`config.mk`:
```
export PLATFORM = sky130hd
export DESIGN_NAME = ber_tlv_deframer
export DESIGN_NICKNAME = d
export VERILOG_FILES = /design/src/design/btlv_pkg.sv /design/src/design/ber_tlv_deframer.sv
export SDC_FILE = /design/constraint.sdc
export NUM_CORES = 1
export LEC_CHECK = 0
export BUFFER_PORTS_ARGS = -buffer_cell sky130_fd_sc_hd__buf_2
export CAP_MARGIN = 20
export CELL_PAD_IN_SITES_DETAIL_PLACEMENT = 0
export CELL_PAD_IN_SITES_GLOBAL_PLACEMENT = 1
export CORE_AREA = 2 2 145 147
export DETAILED_ROUTE_END_ITERATION = 8
export DIE_AREA = 0 0 147 149
export GPL_ROUTABILITY_DRIVEN = 0
export GPL_TIMING_DRIVEN = 0
export MAX_ROUTING_LAYER = met4
export PLACE_DENSITY_LB_ADDON = 0.1
export SETUP_SLACK_MARGIN = 0.4
export SLEW_MARGIN = 20
export SYNTH_ARGS = -nofsm -noshare
export SYNTH_HDL_FRONTEND = slang
export SYNTH_SLANG_ARGS = --single-unit
```
`constraint.sdc`:
```
create_clock -name aclk -period 6.7 [get_ports aclk]
set_input_delay 0.67 -clock aclk [delete_from_list [all_inputs] [get_ports aclk]]
set_output_delay 0.67 -clock aclk [all_outputs]
set_load 0.01 [all_outputs]
```
`src/design/btlv_pkg.sv`:
```
// Shared constants and codes for the BER TLV deframer.
`timescale 1ns / 1ps
`default_nettype none

package btlv_pkg;

    // Long-form length byte count supported by default
    localparam int unsigned MAX_LENGTH_BYTES_DEF = 4;

    // Reset value of the value-length limit (128 KiB)
    localparam logic [31:0] MAX_VALUE_LENGTH_RST = 32'(2 << 16);

    // Field widths
    localparam int unsigned BYTE_W  = 8;
    localparam int unsigned ROLE_W  = 2;
    localparam int unsigned LEN_W   = 32;
    localparam int unsigned ERR_W   = 2;

    // m_tdata layout, lowest bit up: out_byte, tag_value, value_length, error_code
    localparam int unsigned TD_BYTE_LSB = 0;
    localparam int unsigned TD_TAG_LSB  = TD_BYTE_LSB + BYTE_W;
    localparam int unsigned TD_LEN_LSB  = TD_TAG_LSB + BYTE_W;
    localparam int unsigned TD_ERR_LSB  = TD_LEN_LSB + LEN_W;
    localparam int unsigned TD_USED_W   = TD_ERR_LSB + ERR_W;
    localparam int unsigned M_TDATA_W   = ((TD_USED_W + 7) / 8) * 8;

    // Largest short-form length; mask of the long-form byte count
    localparam logic [7:0] SHORT_LEN_MAX = 8'd127;
    localparam logic [7:0] LONG_CNT_MASK = 8'b0111_1111;

    // Saturation threshold for the length shift
    localparam logic [31:0] LEN_SHIFT_MAX = 32'h00FF_FFFF;

    typedef enum logic [ROLE_W-1:0] {
        ROLE_TAG   = 2'd0,
        ROLE_LEN   = 2'd1,
        ROLE_VALUE = 2'd2
    } role_t;

    typedef enum logic [ERR_W-1:0] {
        ERR_NONE       = 2'd0,
        ERR_INDEFINITE = 2'd1,
        ERR_LEN_BYTES  = 2'd2,
        ERR_OVER_LIMIT = 2'd3
    } err_t;

endpackage

`default_nettype wire

```
`src/design/ber_tlv_deframer.sv`:
```
// Top level of the BER TLV deframer: byte classifier, length decoder and output register.
`timescale 1ns / 1ps
`default_nettype none

// Byte-serial deframer for back-to-back BER TLVs with single-byte tags. Every
// byte taken on s_ comes out once on m_, registered, labelled with its
// role (tag, length, value) in m_tuser, along with the tag of the TLV in
// progress, the length decoded so far and an error code; m_tlast marks the
// byte that completes a TLV. Short-form lengths run 0..127, long form takes
// 1..MAX_LENGTH_BYTES big-endian bytes. Errors (indefinite length 0x80, too
// many length bytes, length above max_value_length) are reported on the
// offending length byte with m_tlast low, and parsing resumes at a tag.
// Throughput is one item per clock while m_tready is high: the whole state
// update (one 32-bit shift/compare against the limit, one 32-bit down-count)
// sits between the state registers and the output register. The output
// register holds a result while m_tready is low and a new item is taken in
// the same cycle that the old one leaves. cfg_wr_en writes max_value_length;
// write it only while the block is idle.
module ber_tlv_deframer #(
    parameter int unsigned MAX_LENGTH_BYTES = btlv_pkg::MAX_LENGTH_BYTES_DEF
) (
    input  wire logic        aclk,
    input  wire logic        aresetn,
    // configuration: max_value_length
    input  wire logic        cfg_wr_en,
    input  wire logic [31:0] cfg_wr_data,
    // input items
    input  wire logic        s_tvalid,
    output logic             s_tready,
    input  wire logic [7:0]  s_tdata,   // [7:0] data_byte
    // result items
    output logic             m_tvalid,
    input  wire logic        m_tready,
    output logic [btlv_pkg::M_TDATA_W-1:0] m_tdata,
        // [7:0] out_byte, [15:8] tag_value, [47:16] value_length,
        // [49:48] error_code, rest zero
    output logic [1:0]       m_tuser,   // [1:0] role
    output logic             m_tlast    // tlv_end
);

    // Remaining long-form length bytes; must hold MAX_LENGTH_BYTES itself
    localparam int unsigned LBW = $clog2(MAX_LENGTH_BYTES + 1);

    typedef enum logic [1:0] {
        PH_TAG  = 2'd0,
        PH_LEN1 = 2'd1,
        PH_LENN = 2'd2,
        PH_VAL  = 2'd3
    } phase_t;

    phase_t      phase_reg, phase_next;
    logic [7:0]  tag_reg, tag_next;
    logic [31:0] accum_reg, accum_next;
    logic [LBW-1:0] lbl_reg, lbl_next, lbl_dec;
    logic [31:0] vbl_reg, vbl_next, vbl_dec;
    logic [31:0] max_len_reg;

    logic        m_tvalid_reg;
    logic [btlv_pkg::M_TDATA_W-1:0] m_tdata_reg;
    logic [1:0]  m_tuser_reg;
    logic        m_tlast_reg;

    btlv_pkg::role_t role;
    btlv_pkg::err_t  err;
    logic        tlv_end;
    logic        len_done;
    logic        s_accept;

    assign s_tready = !m_tvalid_reg || m_tready;
    assign s_accept = s_tvalid && s_tready;

    always_comb begin
        phase_next = phase_reg;
        tag_next   = tag_reg;
        accum_next = accum_reg;
        lbl_next   = lbl_reg;
        vbl_next   = vbl_reg;
        lbl_dec    = (lbl_reg != '0) ? lbl_reg - LBW'(1) : lbl_reg;
        vbl_dec    = (vbl_reg != '0) ? vbl_reg - 32'd1 : vbl_reg;
        role       = btlv_pkg::ROLE_TAG;
        err        = btlv_pkg::ERR_NONE;
        tlv_end    = 1'b0;
        len_done   = 1'b0;

        unique case (phase_reg)
            PH_TAG: begin
                role       = btlv_pkg::ROLE_TAG;
                tag_next   = s_tdata;
                accum_next = '0;
                lbl_next   = '0;
                vbl_next   = '0;
                phase_next = PH_LEN1;
            end
            PH_LEN1: begin
                role       = btlv_pkg::ROLE_LEN;
                accum_next = '0;
                if (s_tdata <= btlv_pkg::SHORT_LEN_MAX) begin
                    accum_next = {24'd0, s_tdata};
                    len_done   = 1'b1;
                end else if ((s_tdata & btlv_pkg::LONG_CNT_MASK) == 8'd0) begin
                    // indefinite length
                    err        = btlv_pkg::ERR_INDEFINITE;
                    phase_next = PH_TAG;
                end else if (32'(s_tdata & btlv_pkg::LONG_CNT_MASK) >
                             32'(MAX_LENGTH_BYTES)) begin
                    err        = btlv_pkg::ERR_LEN_BYTES;
                    phase_next = PH_TAG;
                end else begin
                    lbl_next   = s_tdata[LBW-1:0];
                    phase_next = PH_LENN;
                end
            end
            PH_LENN: begin
                role       = btlv_pkg::ROLE_LEN;
                // saturate when another byte would overflow 32 bits
                accum_next = (accum_reg > btlv_pkg::LEN_SHIFT_MAX) ? '1
                                                                   : {accum_reg[23:0], s_tdata};
                lbl_next   = lbl_dec;
                if (lbl_dec == '0) begin
                    len_done = 1'b1;
                end
            end
            PH_VAL: begin
                role     = btlv_pkg::ROLE_VALUE;
                vbl_next = vbl_dec;
                if (vbl_dec == '0) begin
                    tlv_end    = 1'b1;
                    phase_next = PH_TAG;
                end
            end
            default: begin
                phase_next = PH_TAG;
            end
        endcase

        // length complete: limit check, empty value, or start of value bytes
        if (len_done) begin
            if (accum_next > max_len_reg) begin
                err        = btlv_pkg::ERR_OVER_LIMIT;
                phase_next = PH_TAG;
            end else if (accum_next == '0) begin
                tlv_end    = 1'b1;
                phase_next = PH_TAG;
            end else begin
                vbl_next   = accum_next;
                phase_next = PH_VAL;
            end
        end
    end

    always_ff @(posedge aclk) begin
        if (!aresetn) begin
            phase_reg    <= PH_TAG;
            tag_reg      <= '0;
            accum_reg    <= '0;
            lbl_reg      <= '0;
            vbl_reg      <= '0;
            max_len_reg  <= btlv_pkg::MAX_VALUE_LENGTH_RST;
            m_tvalid_reg <= 1'b0;
        end else begin
            if (cfg_wr_en) begin
                max_len_reg <= cfg_wr_data;
            end
            if (s_accept) begin
                phase_reg    <= phase_next;
                tag_reg      <= tag_next;
                accum_reg    <= accum_next;
                lbl_reg      <= lbl_next;
                vbl_reg      <= vbl_next;
                m_tvalid_reg <= 1'b1;
            end else if (m_tready) begin
                m_tvalid_reg <= 1'b0;
            end
        end
    end

    // result payload, no reset needed
    always_ff @(posedge aclk) begin
        if (s_accept) begin
            m_tdata_reg <= btlv_pkg::M_TDATA_W'({err, accum_next, tag_next, s_tdata});
            m_tuser_reg <= role;
            m_tlast_reg <= tlv_end;
        end
    end

    assign m_tvalid = m_tvalid_reg;
    assign m_tdata  = m_tdata_reg;
    assign m_tuser  = m_tuser_reg;
    assign m_tlast  = m_tlast_reg;

endmodule

`default_nettype wire

```
==> metrics.txt <==
Synth cell types 76; Slew Viols, Final 0; nets 1,345; GR peak layer met2; PwrDens 371 nW/µm²; IO Port Bufs 98; combinational share of power 0.462; htree depth 4; sequential cell area fraction in the yosys report 0.393; post-route cell area 11,100 µm²; Sinks on Clock Net 163; maximum vdd drop 0.166 mV; Setup CP Type flop to flop; Inst Count DP 1,516; wire per inst 21.0 µm; prevailing post-synth register cell dfxtp_1; # DRC 0; Sw Share 0.451; leading area contributor after synthesis dfxtp_1; area of the core 20,600 µm²; Slowest-stage cell, CP clkbuf_1; number of synthesized register bits 163; vias in the first global route 8,603; post-CTS sizing 0; largest net degree at the start of global routing 50; Reg2Reg Setup Slack 0.78 ns; Pleak 4.54 nW; cells after synthesis 1,136; Reg clk slew, reported paths 0.08 ns; slowest stage delay, CP 0.57 ns; critical-path cell list ha_1, clkbuf_1, clkbuf_1, clkbuf_1, clkbuf_1, nand2_1, o21ai_1, ha_1, a21oi_1, o21ai_0, a221o_1, o31a_1, o2bb2ai_1, o311ai_4, buf_2, o311a_1, o31ai_1; RSZ-0062 raised after global routing no; initial antenna violation count 0; GRT Residual Overflow 0; asr flop ratio synth 0; area grow syn2layout 15.6%; die width 147 µm; Mean Syn Cell Area 8.49 µm²; nature of the critical path endpoint flop; Min-Delay Path Class flop to flop; DR iter-0 viols 958; fill cell count 1,979; first-pass GRT wire length 49,900 µm; CTS tree done; GR Util met3 0.0404; P_int 2.27 mW; relative slew slack 0.176; Critical Path Source Type flop; HPWL Detailed 24,000 µm; sequential share of power 0.294; DIE HEIGHT 149 µm; worst-case clock skew 0.0171 ns; Final setup violation count 0; met2 Track Usage GR 0.483; diode count 0; # hold bufs at CTS 0; # IOs 106; post-CTS setup buffer count 0; fraction of layout cells with a size suffix above 1 0.136; max reg flops 50; CTS buffer count 17; Netlist Area Pre-Place 9650 µm²; Initial Util 0.469; die area 21,900 µm²; grt met1 use 0.396; Synth top cells by count 114 x nor2_1, 110 x dfxtp_1, 97 x o21ai_0; Final Hold Vio Count 0; Slew @ Worst Pin 1.22 ns; WL final 32,500 µm; Clock power frac 0.245; top cell type's share of synthesized area 0.228; Final min period 5.92 ns; CP arrival 6.24 ns; outcome completed; Final Non-Filler Cells 1,548; Routed Antenna Nets 0; dpl cell area 10,500 µm²; vias per inst 6.03; crit path max fanout 10; Fmax 0.169 GHz; Clock Path Buffers 2; worst-skew pair later-pin latency 0.44 ns; Pre-Repair DR Iteration Count 8; top cells by area, synth dfxtp_1 23%, edfxtp_1 17%, ha_1 5.2%; Post-synth EDFFs 53; max-capacitance violation count 0; CP dominant cell by count clkbuf_1; Sw Pwr 1.87 mW; Final period util 0.884; GRT Resource Usage Total 0.305; yosys warns 0; cell row count 53; root buffer cell clkbuf_16; count leader, synth nor2_1; TNS Setup 0 ns; Vias 9,337; CP Data Required Time 7.02 ns
-- power by group through the flow --
stage / logic, mW / clock network, mW / registers (mW)
floorplan: 1.22 / 0 / 1.25
global placement: 1.85 / 0 / 1.24
detailed placement: 1.85 / 0 / 1.24
CTS: 1.86 / 1.02 / 1.21
global route: 2.05 / 1.06 / 1.23
finish: 1.91 / 1.01 / 1.22
-- cell type report --
class	instances	area, µm²	area share
Buffer	95	407	0.0365
Clock buffer	17	425	0.0382
Clock inverter	15	186	0.0167
Inverter	54	203	0.0182
Multi-Input combinational cell	829	5270	0.472
Sequential cell	163	3790	0.340
Tap cell	275	344	0.0309
Timing Repair Buffer	100	526	0.0471
-- routing by layer --
layer	vias up	part of all wire	wire [µm]
li1	4388	-	-
met1	4413	0.43	14000
met2	428	0.47	15200
met3	108	0.065	2100
met4	0	0.038	1230
met5	-	0	0
-- worst paths after layout --
kind,end,from,cells after the start
worst min register to register,tag_reg[1]$_SDFFE_PN0P_,tag_reg[1]$_SDFFE_PN0P_,2
worst min-delay path,tag_reg[1]$_SDFFE_PN0P_,tag_reg[1]$_SDFFE_PN0P_,2
worst max register to register,vbl_reg[8]$_SDFFE_PN0P_,phase_reg[0]$_SDFFE_PN0P_,17
worst max-delay path,vbl_reg[8]$_SDFFE_PN0P_,phase_reg[0]$_SDFFE_PN0P_,17
-- layout by cell type (no fill, tap or decap), types with 40 or more instances in the layout --
master and instances:
o21ai_0 95, ha_1 40, clkbuf_1 73, edfxtp_1 53
nand2_1 90, inv_1 53, mux2i_1 45, nor2_1 114
nand3_1 54, buf_2 105, dfxtp_1 110
-- kinds of logic after synthesis --
| group | count (synthesis) | synth area share |
|---|---|---|
| simple gates | 461 | 0.252 |
| other cells | 1 | 0.000389 |
| fa+ha+maj | 40 | 0.0519 |
| flops | 163 | 0.393 |
| mux | 53 | 0.0560 |
| buf+inv | 149 | 0.0628 |
| xor+xnor | 3 | 0.00272 |
| compound gates | 266 | 0.181 |
-- critical path, delay by kind of cell (launching register included) --
family,cells,cell delay [ns]
fa+ha+maj,2,0.57
flops,1,0.40
buf+inv,5,2.35
simple gates,1,0.10
compound gates,9,2.38
-- through the flow --
| stage | hold slack (ns) | power [mW] | util | setup WS [ns] |
|---|---|---|---|---|
| floorplan | 0.441 | 2.47 | - | 2.55 |
| global placement | 0.449 | 3.08 | 0.511 | 0.809 |
| detailed placement | 0.455 | 3.08 | 0.513 | 0.823 |
| CTS | 0.465 | 4.10 | 0.542 | 0.819 |
| global route | 0.466 | 4.33 | 0.542 | 0.499 |
| finish | 0.461 | 4.14 | 0.542 | 0.777 |
Note: power is estimated with default switching activity, not from simulation.
